--- config.mk ---
export PLATFORM = sky130hd
export DESIGN_NAME = utc_to_local_civil_time_core
export DESIGN_NICKNAME = d
export VERILOG_FILES = /design/src/sv/utcl_pkg.sv /design/src/sv/utcl_days.sv /design/src/sv/utcl_clock.sv /design/src/sv/utcl_civil.sv /design/src/sv/utc_to_local_civil_time_core.sv
export SDC_FILE = /design/constraint.sdc
export NUM_CORES = 2
export LEC_CHECK = 0
export ABC_AREA = 1
export BUFFER_PORTS_ARGS = -buffer_cell sky130_fd_sc_hd__buf_4
export CAP_MARGIN = 20
export CORE_ASPECT_RATIO = 1.75
export CORE_MARGIN = 3
export CORE_UTILIZATION = 30
export DETAILED_ROUTE_END_ITERATION = 10
export PLACE_DENSITY_LB_ADDON = 0.12
export REMOVE_ABC_BUFFERS = 1
export SLEW_MARGIN = 20
export SYNTH_ARGS = -nofsm -noshare
export SYNTH_HDL_FRONTEND = slang
export SYNTH_SLANG_ARGS = --single-unit
--- constraint.sdc ---
create_clock -name clk -period 10.2 [get_ports clk]
set_clock_uncertainty 0.05 [all_clocks]
set_input_delay 0.51 -clock clk [delete_from_list [all_inputs] [get_ports clk]]
set_output_delay 0.51 -clock clk [all_outputs]
set_load 0.1 [all_outputs]
--- src/sv/utcl_pkg.sv ---
// shared types, constants and calendar helpers for the utc to local time converter
`default_nettype none

package utcl_pkg;

    // fixed time and calendar constants
    localparam int DAY_SECS  = 86400;
    localparam int HOUR_SECS = 3600;
    localparam int ERA_DAYS  = 146097;
    localparam int YEAR_DAYS = 365;

    // reset value of the utc offset register (-3 hours)
    localparam logic signed [4:0] OFFSET_RESET = -5'sd3;

    // input transaction payload
    typedef struct packed {
        logic        utc_valid;
        logic [11:0] utc_year;
        logic [3:0]  utc_month;
        logic [4:0]  utc_day;
        logic [4:0]  utc_hour;
        logic [5:0]  utc_minute;
        logic [5:0]  utc_second;
    } utcl_in_t;

    // result transaction payload
    typedef struct packed {
        logic        local_valid;
        logic [11:0] local_year;
        logic [3:0]  local_month;
        logic [4:0]  local_day;
        logic [4:0]  local_hour;
        logic [5:0]  local_minute;
        logic [5:0]  local_second;
    } utcl_out_t;

    // day index split into 400-year era and day of era
    typedef struct packed {
        logic signed [4:0]  era;
        logic signed [18:0] doe;
    } utcl_day_t;

    // local time of day
    typedef struct packed {
        logic [4:0] hour;
        logic [5:0] minute;
        logic [5:0] second;
    } utcl_hms_t;

    // local calendar date
    typedef struct packed {
        logic [11:0] year;
        logic [3:0]  month;
        logic [4:0]  day;
    } utcl_date_t;

    // first day of a march-based month, (153 * mp + 2) / 5
    function automatic logic [8:0] month_start(input logic [3:0] mp);
        logic [8:0] res;
        case (mp)
            4'd0:    res = 9'd0;
            4'd1:    res = 9'd31;
            4'd2:    res = 9'd61;
            4'd3:    res = 9'd92;
            4'd4:    res = 9'd122;
            4'd5:    res = 9'd153;
            4'd6:    res = 9'd184;
            4'd7:    res = 9'd214;
            4'd8:    res = 9'd245;
            4'd9:    res = 9'd275;
            4'd10:   res = 9'd306;
            4'd11:   res = 9'd337;
            4'd12:   res = 9'd367;
            default: res = 9'd0;
        endcase
        return res;
    endfunction

    // whole centuries in a year of era (0..399)
    function automatic logic [1:0] century(input logic [8:0] yoe);
        logic [1:0] res;
        if (yoe >= 9'd300)
            res = 2'd3;
        else if (yoe >= 9'd200)
            res = 2'd2;
        else if (yoe >= 9'd100)
            res = 2'd1;
        else
            res = 2'd0;
        return res;
    endfunction

endpackage

`default_nettype wire

--- src/sv/utcl_days.sv ---
// date to era and day of era, days-from-civil in three stages
`default_nettype none

module utcl_days
    import utcl_pkg::*;
(
    input  wire logic        clk,
    input  wire logic [11:0] year,
    input  wire logic [3:0]  month,
    input  wire logic [4:0]  day,
    output utcl_day_t        days
);

    localparam int YR_SHIFT = 24;
    localparam int YR_RECIP = (1 << YR_SHIFT) / 400;

    // stage 1
    logic               early;
    logic [12:0]        ys_full;
    logic [3:0]         mp;
    logic signed [9:0]  doy1_next;
    logic [27:0]        yprod_next;
    logic [27:0]        yprod_reg;
    logic [11:0]        ys_reg;
    logic               neg_reg;
    logic signed [9:0]  doy1_reg;

    always_comb
    begin
        early      = (month <= 4'd2);
        ys_full    = {1'b0, year} - {12'b0, early};
        mp         = early ? (month + 4'd9) : (month - 4'd3);
        doy1_next  = $signed({1'b0, month_start(mp)}) + $signed({5'b0, day}) - 10'sd1;
        yprod_next = 28'(ys_full[11:0]) * 28'(YR_RECIP);
    end

    always_ff @(posedge clk)
    begin
        yprod_reg <= yprod_next;
        ys_reg    <= ys_full[11:0];
        neg_reg   <= ys_full[12];
        doy1_reg  <= doy1_next;
    end

    // stage 2: era and year of era with one correction step
    logic [3:0]         q0;
    logic [12:0]        yr_rem;
    logic               yr_fix;
    logic signed [4:0]  era2_next;
    logic [8:0]         yoe_next;
    logic signed [4:0]  era2_reg;
    logic [8:0]         yoe_reg;
    logic signed [9:0]  doy2_reg;

    always_comb
    begin
        q0     = yprod_reg[27:YR_SHIFT];
        yr_rem = {1'b0, ys_reg} - 13'(q0) * 13'd400;
        yr_fix = (yr_rem >= 13'd400);
        if (neg_reg)
        begin
            era2_next = -5'sd1;
            yoe_next  = 9'd399;
        end
        else
        begin
            era2_next = $signed(5'(q0) + 5'(yr_fix));
            yoe_next  = yr_fix ? 9'(yr_rem - 13'd400) : 9'(yr_rem);
        end
    end

    always_ff @(posedge clk)
    begin
        era2_reg <= era2_next;
        yoe_reg  <= yoe_next;
        doy2_reg <= doy1_reg;
    end

    // stage 3: day of era
    logic [17:0]        doe_base;
    utcl_day_t          days_next;
    utcl_day_t          days_reg;

    always_comb
    begin
        doe_base      = 18'(yoe_reg) * 18'(YEAR_DAYS) + 18'(yoe_reg[8:2])
                      - 18'(century(yoe_reg));
        days_next.era = era2_reg;
        days_next.doe = $signed({1'b0, doe_base}) + 19'(doy2_reg);
    end

    always_ff @(posedge clk)
    begin
        days_reg <= days_next;
    end

    assign days = days_reg;

endmodule

`default_nettype wire

--- src/sv/utcl_clock.sv ---
// time of day plus offset, day carry and split into hour, minute, second
`default_nettype none

module utcl_clock
    import utcl_pkg::*;
(
    input  wire logic              clk,
    input  wire logic [4:0]        hour,
    input  wire logic [5:0]        minute,
    input  wire logic [5:0]        second,
    input  wire logic signed [4:0] offset,
    output logic signed [1:0]      adj,
    output utcl_hms_t              hms
);

    localparam int H_SHIFT = 24;
    localparam int H_RECIP = (1 << H_SHIFT) / HOUR_SECS;
    localparam int M_SHIFT = 16;
    localparam int M_RECIP = (1 << M_SHIFT) / 60;

    // stage 1: seconds relative to utc midnight
    logic signed [6:0]  hs;
    logic [18:0]        ms;
    logic signed [18:0] tod_next;
    logic signed [18:0] tod_reg;

    always_comb
    begin
        hs       = $signed({2'b0, hour}) + 7'(offset);
        ms       = 19'(minute) * 19'd60 + 19'(second);
        tod_next = 19'(hs) * 19'sd3600 + $signed(ms);
    end

    always_ff @(posedge clk)
    begin
        tod_reg <= tod_next;
    end

    // stage 2: borrow or carry a day, start hour division
    logic signed [1:0]  adj_next;
    logic signed [18:0] rem_full;
    logic [16:0]        rem_next;
    logic [29:0]        hprod_next;
    logic signed [1:0]  adj2_reg;
    logic [16:0]        rem_reg;
    logic [29:0]        hprod_reg;

    always_comb
    begin
        if (tod_reg < 19'sd0)
        begin
            adj_next = -2'sd1;
            rem_full = tod_reg + 19'sd86400;
        end
        else if (tod_reg >= 19'sd86400)
        begin
            adj_next = 2'sd1;
            rem_full = tod_reg - 19'sd86400;
        end
        else
        begin
            adj_next = 2'sd0;
            rem_full = tod_reg;
        end
        rem_next   = rem_full[16:0];
        hprod_next = 30'(rem_next) * 30'(H_RECIP);
    end

    always_ff @(posedge clk)
    begin
        adj2_reg  <= adj_next;
        rem_reg   <= rem_next;
        hprod_reg <= hprod_next;
    end

    // stage 3: hour with correction
    logic [5:0]         h0;
    logic [16:0]        hr_rem;
    logic               hr_fix;
    logic signed [1:0]  adj3_reg;
    logic [4:0]         hr3_reg;
    logic [11:0]        r13_reg;

    always_comb
    begin
        h0     = hprod_reg[29:H_SHIFT];
        hr_rem = rem_reg - 17'(h0) * 17'(HOUR_SECS);
        hr_fix = (hr_rem >= 17'(HOUR_SECS));
    end

    always_ff @(posedge clk)
    begin
        adj3_reg <= adj2_reg;
        hr3_reg  <= 5'(h0) + 5'(hr_fix);
        r13_reg  <= hr_fix ? 12'(hr_rem - 17'(HOUR_SECS)) : 12'(hr_rem);
    end

    // stage 4: start minute division
    logic [22:0]        mprod_reg;
    logic [4:0]         hr4_reg;
    logic [11:0]        r14_reg;

    always_ff @(posedge clk)
    begin
        mprod_reg <= 23'(r13_reg) * 23'(M_RECIP);
        hr4_reg   <= hr3_reg;
        r14_reg   <= r13_reg;
    end

    // stage 5: minute and second with correction
    logic [6:0]         m0;
    logic [11:0]        sec_rem;
    logic               mn_fix;
    utcl_hms_t          hms_next;
    utcl_hms_t          hms_reg;

    always_comb
    begin
        m0              = mprod_reg[22:M_SHIFT];
        sec_rem         = r14_reg - 12'(m0) * 12'd60;
        mn_fix          = (sec_rem >= 12'd60);
        hms_next.hour   = hr4_reg;
        hms_next.minute = 6'(m0) + 6'(mn_fix);
        hms_next.second = mn_fix ? 6'(sec_rem - 12'd60) : 6'(sec_rem);
    end

    always_ff @(posedge clk)
    begin
        hms_reg <= hms_next;
    end

    assign adj = adj3_reg;
    assign hms = hms_reg;

endmodule

`default_nettype wire

--- src/sv/utcl_civil.sv ---
// era and day of era plus day carry back to year, month, day (civil-from-days)
`default_nettype none

module utcl_civil
    import utcl_pkg::*;
(
    input  wire logic              clk,
    input  wire utcl_day_t         days,
    input  wire logic signed [1:0] adj,
    output utcl_date_t             date
);

    localparam int Q_SHIFT   = 20;
    localparam int R1460     = (1 << Q_SHIFT) / 1460;
    localparam int R365      = (1 << Q_SHIFT) / YEAR_DAYS;

    // stage 1: apply day carry, renormalize into the era
    logic signed [18:0] d1;
    logic signed [4:0]  era1_next;
    logic signed [18:0] doe1_full;
    logic signed [4:0]  era1_reg;
    logic [17:0]        doe1_reg;

    always_comb
    begin
        d1 = days.doe + 19'(adj);
        if (d1 < 19'sd0)
        begin
            era1_next = days.era - 5'sd1;
            doe1_full = d1 + 19'(ERA_DAYS);
        end
        else if (d1 >= 19'(ERA_DAYS))
        begin
            era1_next = days.era + 5'sd1;
            doe1_full = d1 - 19'(ERA_DAYS);
        end
        else
        begin
            era1_next = days.era;
            doe1_full = d1;
        end
    end

    always_ff @(posedge clk)
    begin
        era1_reg <= era1_next;
        doe1_reg <= doe1_full[17:0];
    end

    // stage 2: leap corrections, four-year division started
    logic [2:0]         cent_cnt;
    logic [1:0]         cadj_next;
    logic signed [4:0]  era2_reg;
    logic [17:0]        doe2_reg;
    logic [27:0]        p1460_reg;
    logic [1:0]         cadj_reg;

    always_comb
    begin
        cent_cnt  = 3'(doe1_reg >= 18'd36524) + 3'(doe1_reg >= 18'd73048)
                  + 3'(doe1_reg >= 18'd109572) + 3'(doe1_reg >= 18'd146096);
        cadj_next = 2'(cent_cnt - 3'(doe1_reg == 18'd146096));
    end

    always_ff @(posedge clk)
    begin
        era2_reg  <= era1_reg;
        doe2_reg  <= doe1_reg;
        p1460_reg <= 28'(doe1_reg) * 28'(R1460);
        cadj_reg  <= cadj_next;
    end

    // stage 3: finish the four-year quotient
    logic [7:0]         q1460;
    logic [17:0]        r1460;
    logic [17:0]        q4;
    logic signed [4:0]  era3_reg;
    logic [17:0]        doe3_reg;
    logic [17:0]        x3_reg;

    always_comb
    begin
        q1460 = p1460_reg[27:Q_SHIFT];
        r1460 = doe2_reg - 18'(q1460) * 18'd1460;
        q4    = 18'(q1460) + 18'(r1460 >= 18'd1460);
    end

    always_ff @(posedge clk)
    begin
        era3_reg <= era2_reg;
        doe3_reg <= doe2_reg;
        x3_reg   <= doe2_reg - q4 + 18'(cadj_reg);
    end

    // stage 4: start year division
    logic signed [4:0]  era4_reg;
    logic [17:0]        doe4_reg;
    logic [17:0]        x4_reg;
    logic [29:0]        p365_reg;

    always_ff @(posedge clk)
    begin
        era4_reg <= era3_reg;
        doe4_reg <= doe3_reg;
        x4_reg   <= x3_reg;
        p365_reg <= 30'(x3_reg) * 30'(R365);
    end

    // stage 5: year of era
    logic [9:0]         y0;
    logic [17:0]        ry;
    logic signed [4:0]  era5_reg;
    logic [17:0]        doe5_reg;
    logic [8:0]         yoe5_reg;

    always_comb
    begin
        y0 = p365_reg[29:Q_SHIFT];
        ry = x4_reg - 18'(y0) * 18'(YEAR_DAYS);
    end

    always_ff @(posedge clk)
    begin
        era5_reg <= era4_reg;
        doe5_reg <= doe4_reg;
        yoe5_reg <= 9'(y0 + 10'(ry >= 18'(YEAR_DAYS)));
    end

    // stage 6: day of march-based year
    logic [17:0]        ystart;
    logic signed [4:0]  era6_reg;
    logic [8:0]         yoe6_reg;
    logic [8:0]         doy6_reg;

    always_comb
    begin
        ystart = 18'(yoe5_reg) * 18'(YEAR_DAYS) + 18'(yoe5_reg[8:2])
               - 18'(century(yoe5_reg));
    end

    always_ff @(posedge clk)
    begin
        era6_reg <= era5_reg;
        yoe6_reg <= yoe5_reg;
        doy6_reg <= 9'(doe5_reg - ystart);
    end

    // stage 7: month by parallel compare against month starts
    logic [3:0]         mp_next;
    logic signed [4:0]  era7_reg;
    logic [8:0]         yoe7_reg;
    logic [8:0]         doy7_reg;
    logic [3:0]         mp7_reg;

    always_comb
    begin
        mp_next = 4'd0;
        for (int k = 1; k < 12; k++)
        begin
            mp_next = mp_next + 4'(doy6_reg >= month_start(4'(k)));
        end
    end

    always_ff @(posedge clk)
    begin
        era7_reg <= era6_reg;
        yoe7_reg <= yoe6_reg;
        doy7_reg <= doy6_reg;
        mp7_reg  <= mp_next;
    end

    // output: calendar fields, registered by the caller
    logic [3:0]         mon;
    logic signed [13:0] yr_full;

    always_comb
    begin
        mon        = (mp7_reg < 4'd10) ? (mp7_reg + 4'd3) : (mp7_reg - 4'd9);
        yr_full    = 14'(era7_reg) * 14'sd400 + $signed(14'(yoe7_reg))
                   + $signed(14'(mon <= 4'd2));
        date.year  = yr_full[11:0];
        date.month = mon;
        date.day   = 5'(doy7_reg - month_start(mp7_reg) + 9'd1);
    end

endmodule

`default_nettype wire

--- src/sv/utc_to_local_civil_time_core.sv ---
// top level of the utc to local civil time converter
`default_nettype none

// channel    | ports                                      | handshake
// -----------+--------------------------------------------+---------------------------
// request    | start, busy, utc_time                      | taken when start && !busy
// result     | done, local_time                           | one-cycle strobe on done
// register   | psel penable pwrite paddr pwdata prdata    | apb, written on access
//            | pready                                     | phase, pready tied high
//
// a transaction can be taken every cycle while busy is low; its result shows on done
// once the date has gone to a day index, back to a date and through the output
// register; the time-of-day path runs alongside and is delayed to match
// busy is high during reset and in the first cycle after it; no clearing pass
// the receiver cannot stall, so the pipeline never holds and results leave in order

module utc_to_local_civil_time_core
    import utcl_pkg::*;
(
    input  wire logic        clk,
    input  wire logic        rst_n,
    // request channel
    input  wire logic        start,
    output logic             busy,
    input  wire utcl_in_t    utc_time,
    // result channel
    output logic             done,
    output utcl_out_t        local_time,
    // register port
    input  wire logic        psel,
    input  wire logic        penable,
    input  wire logic        pwrite,
    input  wire logic [2:0]  paddr,
    input  wire logic [31:0] pwdata,
    output logic [31:0]      prdata,
    output logic             pready
);

    // pipeline depth from accept to the civil date being ready
    localparam int LAT     = 10;
    // extra delay for the time-of-day path to line up with the date
    localparam int HMS_DLY = 5;
    // word index of the offset register
    localparam logic REG_OFFSET = 1'b0;

    // -------------------------------------------------------------------
    // register port: offset register
    // -------------------------------------------------------------------
    logic                 cfg_wr;
    logic signed [4:0]    offset_reg;

    assign pready = 1'b1;
    assign cfg_wr = psel && penable && pwrite && pready;

    always_ff @(posedge clk or negedge rst_n)
    begin
        if (!rst_n)
        begin
            offset_reg <= OFFSET_RESET;
        end
        else if (cfg_wr && (paddr[2] == REG_OFFSET))
        begin
            offset_reg <= $signed(pwdata[4:0]);
        end
    end

    // reads return the sign-extended offset, zero past the register map
    always_comb
    begin
        unique case (paddr[2])
            REG_OFFSET: prdata = 32'(offset_reg);
            default:    prdata = 32'd0;
        endcase
    end

    // -------------------------------------------------------------------
    // request acceptance and transaction tracking
    // -------------------------------------------------------------------
    logic                 accept;
    logic                 busy_reg;
    logic [LAT-1:0]       act_reg;
    logic [LAT-1:0]       act_next;
    logic [LAT-1:0]       ok_reg;
    logic [LAT-1:0]       ok_next;

    assign busy   = busy_reg;
    assign accept = start && !busy_reg;

    // active and input-valid flags travel alongside the datapath
    always_comb
    begin
        act_next = {act_reg[LAT-2:0], accept};
        ok_next  = {ok_reg[LAT-2:0], utc_time.utc_valid};
    end

    always_ff @(posedge clk or negedge rst_n)
    begin
        if (!rst_n)
        begin
            busy_reg <= 1'b1;
            act_reg  <= '0;
            ok_reg   <= '0;
        end
        else
        begin
            busy_reg <= 1'b0;
            act_reg  <= act_next;
            ok_reg   <= ok_next;
        end
    end

    // -------------------------------------------------------------------
    // datapath
    // -------------------------------------------------------------------
    utcl_day_t            days;
    logic signed [1:0]    adj;
    utcl_hms_t            hms;
    utcl_date_t           date;

    // date to era / day of era, 3 stages
    utcl_days u_days (
        .clk   (clk),
        .year  (utc_time.utc_year),
        .month (utc_time.utc_month),
        .day   (utc_time.utc_day),
        .days  (days)
    );

    // time of day with offset; day carry after 3 stages, hh:mm:ss after 5
    utcl_clock u_clock (
        .clk    (clk),
        .hour   (utc_time.utc_hour),
        .minute (utc_time.utc_minute),
        .second (utc_time.utc_second),
        .offset (offset_reg),
        .adj    (adj),
        .hms    (hms)
    );

    // day index plus carry back to a calendar date, 7 stages
    utcl_civil u_civil (
        .clk  (clk),
        .days (days),
        .adj  (adj),
        .date (date)
    );

    // align hh:mm:ss with the date
    utcl_hms_t            hms_dly_reg [HMS_DLY];

    always_ff @(posedge clk)
    begin
        hms_dly_reg[0] <= hms;
        for (int i = 1; i < HMS_DLY; i++)
        begin
            hms_dly_reg[i] <= hms_dly_reg[i-1];
        end
    end

    // -------------------------------------------------------------------
    // output register; invalid requests give an all-zero result
    // -------------------------------------------------------------------
    utcl_out_t            result_next;
    utcl_out_t            result_reg;
    logic                 done_reg;

    always_comb
    begin
        if (ok_reg[LAT-1])
        begin
            result_next.local_valid  = 1'b1;
            result_next.local_year   = date.year;
            result_next.local_month  = date.month;
            result_next.local_day    = date.day;
            result_next.local_hour   = hms_dly_reg[HMS_DLY-1].hour;
            result_next.local_minute = hms_dly_reg[HMS_DLY-1].minute;
            result_next.local_second = hms_dly_reg[HMS_DLY-1].second;
        end
        else
        begin
            result_next = '0;
        end
    end

    always_ff @(posedge clk)
    begin
        result_reg <= result_next;
    end

    always_ff @(posedge clk or negedge rst_n)
    begin
        if (!rst_n)
            done_reg <= 1'b0;
        else
            done_reg <= act_reg[LAT-1];
    end

    assign done       = done_reg;
    assign local_time = result_reg;

    // -------------------------------------------------------------------
    // assertions
    // -------------------------------------------------------------------

    // every accepted transaction gives exactly one result, and no result comes without one
    a_fixed_latency: assert property (@(posedge clk) disable iff (!rst_n)
        done == $past(start && !busy, LAT + 1))
        else $error("result strobe out of step with accepted transactions");

    // an invalid result carries no stale date or time
    a_invalid_zero: assert property (@(posedge clk) disable iff (!rst_n)
        (done && !local_time.local_valid) |->
        (local_time.local_year == 12'd0 && local_time.local_month == 4'd0 &&
         local_time.local_day == 5'd0 && local_time.local_hour == 5'd0 &&
         local_time.local_minute == 6'd0 && local_time.local_second == 6'd0))
        else $error("invalid result with nonzero fields");

    // the split back into calendar and clock fields always lands in range
    a_fields_range: assert property (@(posedge clk) disable iff (!rst_n)
        (done && local_time.local_valid) |->
        (local_time.local_month >= 4'd1 && local_time.local_month <= 4'd12 &&
         local_time.local_day >= 5'd1 && local_time.local_hour <= 5'd23 &&
         local_time.local_minute <= 6'd59 && local_time.local_second <= 6'd59))
        else $error("converted field out of range");

endmodule

`default_nettype wire

==> flow_summary.json <==
{
  "drive_above_1_share_pct": 6.02,
  "synth-compound-area-share_pct": 7.46,
  "hold_viol": 0,
  "dp_hpwl_mm": 93.1,
  "die_area_um2": 159000,
  "cp_max_fo": 4,
  "placed_cell_area_um2": 49500,
  "cts_buffers": 57,
  "ys_ff_latch": 534,
  "ant_nets": 0,
  "multi_input_area_um2": 31100,
  "syn_to_final_growth_pct": 11.7,
  "muxShareOfSynthArea_pct": 0.0243,
  "tightest_slew_ns": 0.991,
  "drcViolationCount": 0,
  "fp.dieW_um": 303,
  "clkTransAtPathRegs_ns": 0.06,
  "seq_area_um2": 10800,
  "ctsRootBufferMaster": "clkbuf_16",
  "critical_path_class": "reg -> reg",
  "cts_num_sinks": 534,
  "drt-total-wl_mm": 108,
  "synth_xor_area_share_pct": 5.41,
  "ys.flop_type": "dfxtp_1",
  "holdBufCountCts": 11,
  "io_buffers": 123,
  "endpoint_kind": "register",
  "fillerInstances": 16100,
  "status": "finished clean",
  "yosysSeqAreaShare_pct": 23.4,
  "yosysTopAreaCell": "ha_1",
  "hold_depth": 3,
  "route.vias.total": 32600,
  "worst_skew_pair.late_latency_ns": 0.65,
  "max_freq_ghz": 0.115,
  "synth_cell_types": 67,
  "yosys_warnings": 0,
  "startpoint_type": "register",
  "nets": 6730,
  "timing.hold.ws_ns": 0.0628,
  "largest_reg_flops": 85,
  "maxSlewViolCount": 0,
  "rows": 190,
  "syn_area_um2": 46300,
  "period_needed_ns": 8.70,
  "gr-usage-all-layers_pct": 13.8,
  "viasPerCell": 4.41,
  "cts.htree.levels": 2,
  "cp_data_arrival_time_ns": 9.21,
  "cp.required_ns": 10.71,
  "synth_adder_area_share_pct": 42.1,
  "worst_path_largest_cell_delay_ns": 0.61,
  "drt_iter0_drc": 879,
  "post_cts_resize_count": 0,
  "antenna_found_initial": 1,
  "yosys.area.top_type_share_pct": 24.8,
  "synthCells": 5179,
  "clk_path_buf_depth": 3,
  "synth_async_sr_flop_share_pct": 5.06,
  "cts_setup_buffers": 0,
  "setup_viol": 0,
  "start_util_pct": 30.2,
  "final_area_um2": 51700,
  "avgSynthCellArea_um2": 8.94,
  "cpMaxStageDelayCell": "fa_1",
  "drv_cap": 0,
  "fin_crit_sh_pct": 85.3,
  "post_drt_wl_per_cell_um": 14.6,
  "synthSimpleGateAreaFrac_pct": 12.2,
  "grt.overflow.total": 0,
  "rsz0062_at_grt": "false",
  "core_area_um2": 153000,
  "die_height_um": 526,
  "grt_pass1_wl_mm": 177,
  "synth_edf_count": 0,
  "cts_tree": "done",
  "grt_pass1_vias": 35700,
  "hold_class": "in -> reg",
  "maxSlewHeadroom_pct": 34.0,
  "top_level_ports": 154,
  "drt-pass1-iter-count": 5,
  "grt_max_degree": 33,
  "synth_area_leaders": "ha_1, dfxtp_1, fa_1",
  "worstRegToRegCells": 40,
  "gp_congestion": 0.857,
  "synth_top_family_by_area": "adder cells"
}
## cell usage in the layout (no fill, tap or decap), types with 49 or more instances in the layout
master and instances:
inv_1 1079, ha_1 918, nand2_1 696, dfxtp_1 507
fa_1 399, a21oi_1 307, nor2_1 227, xor2_1 199
nand3_1 168, o21ai_0 163, buf_4 125, xnor2_1 87
clkbuf_16 57, nor3_1 52, nand4_1 49
## per-stage QoR
stage	cells	utilization (%)	TNS, ns	worst slack [ns]
4_1_cts	7398	33.7	0	1.30
6_report	7399	33.7	0	1.50
3_5_place_dp	7279	32.3	0	1.32
3_3_place_gp	7279	32.3	0	1.30
2_1_floorplan	5138	-	-700.19	-25.01
5_1_grt	7399	33.7	0	0.668
## area by class of cell
type                    count  share of cell area, %
diodes                      1                0.00484
clock buffers              68                   2.95
clock inverters            40                   1.18
inverters                1092                   7.93
multi-input cells        3512                   60.1
flip-flops and latches    534                   20.9
well taps                2016                   4.88
repair buffers            136                   2.03
## kinds of logic (layout without fill, tap and decap cells)
kind of cell,after synthesis,count (layout)
XOR/XNOR,286,286
multiplexers,1,1
adder cells (fa/ha/maj),1317,1317
buffers and inverters,1133,1336
AO/OA/AOI/OAI,614,614
AND/OR/NAND/NOR,1292,1292
flip-flops,534,534
other,2,3
## worst paths after layout
kind	start	to	slack [ns]
max	u_civil.p1460_reg[24]	u_civil.x3_reg[16]	1.50
min	pwdata[1]	offset_reg[1]	0.06
max reg2reg	u_civil.p1460_reg[24]	u_civil.x3_reg[16]	1.50
min reg2reg	u_civil.doe3_reg[5]	u_civil.doe4_reg[5]	0.25
max in group asynchronous	rst_n	offset_reg[4]	9.54
min in group asynchronous	rst_n	act_reg[9]	0.25
## per-layer routing
layer	part of all wire (%)	routed length (um)	global-route usage, %
met1	34	36800	12.6
met4	3.3	3530	4.51
met3	1.7	1810	1.08
met2	61	65700	30.4
met5	0	0	0
## worst max-delay path: cells and delay by family (launching register included)
kind	cells	cell delay [ns]
xor gates and xnor gates	3	0.45
and+or+nand+nor	7	0.83
buffers and inverters	6	0.42
adders and majority gates	10	3.96
DFF	1	0.52
AOI/OAI and AO/OA	14	2.36
## synth_stat cells (7+ instances only)
cell / number
inv_2: 12
o21a_1: 10
fa_1: 399
a211oi_1: 9
a21oi_1: 307
o21ai_0: 163
xnor2_1: 87
nor3_1: 52
o211ai_1: 14
nor2_2: 10
and2_1: 7
dfxtp_1: 507
xor2_1: 199
nor4_1: 8
dfrtp_1: 22
o21bai_1: 21
nand3_1: 168
or2_2: 16
nand4_1: 49
ha_1: 918
nor2_1: 227
nand3_2: 7
nand3b_1: 10
nand2_1: 696
buf_4: 28
nand2_2: 22
a21o_1: 19
a31oi_1: 17
inv_1: 1079
a21boi_0: 7
Power is not shown: default switching activity piles up to over one toggle a cycle in this logic, so the estimate is an artifact.
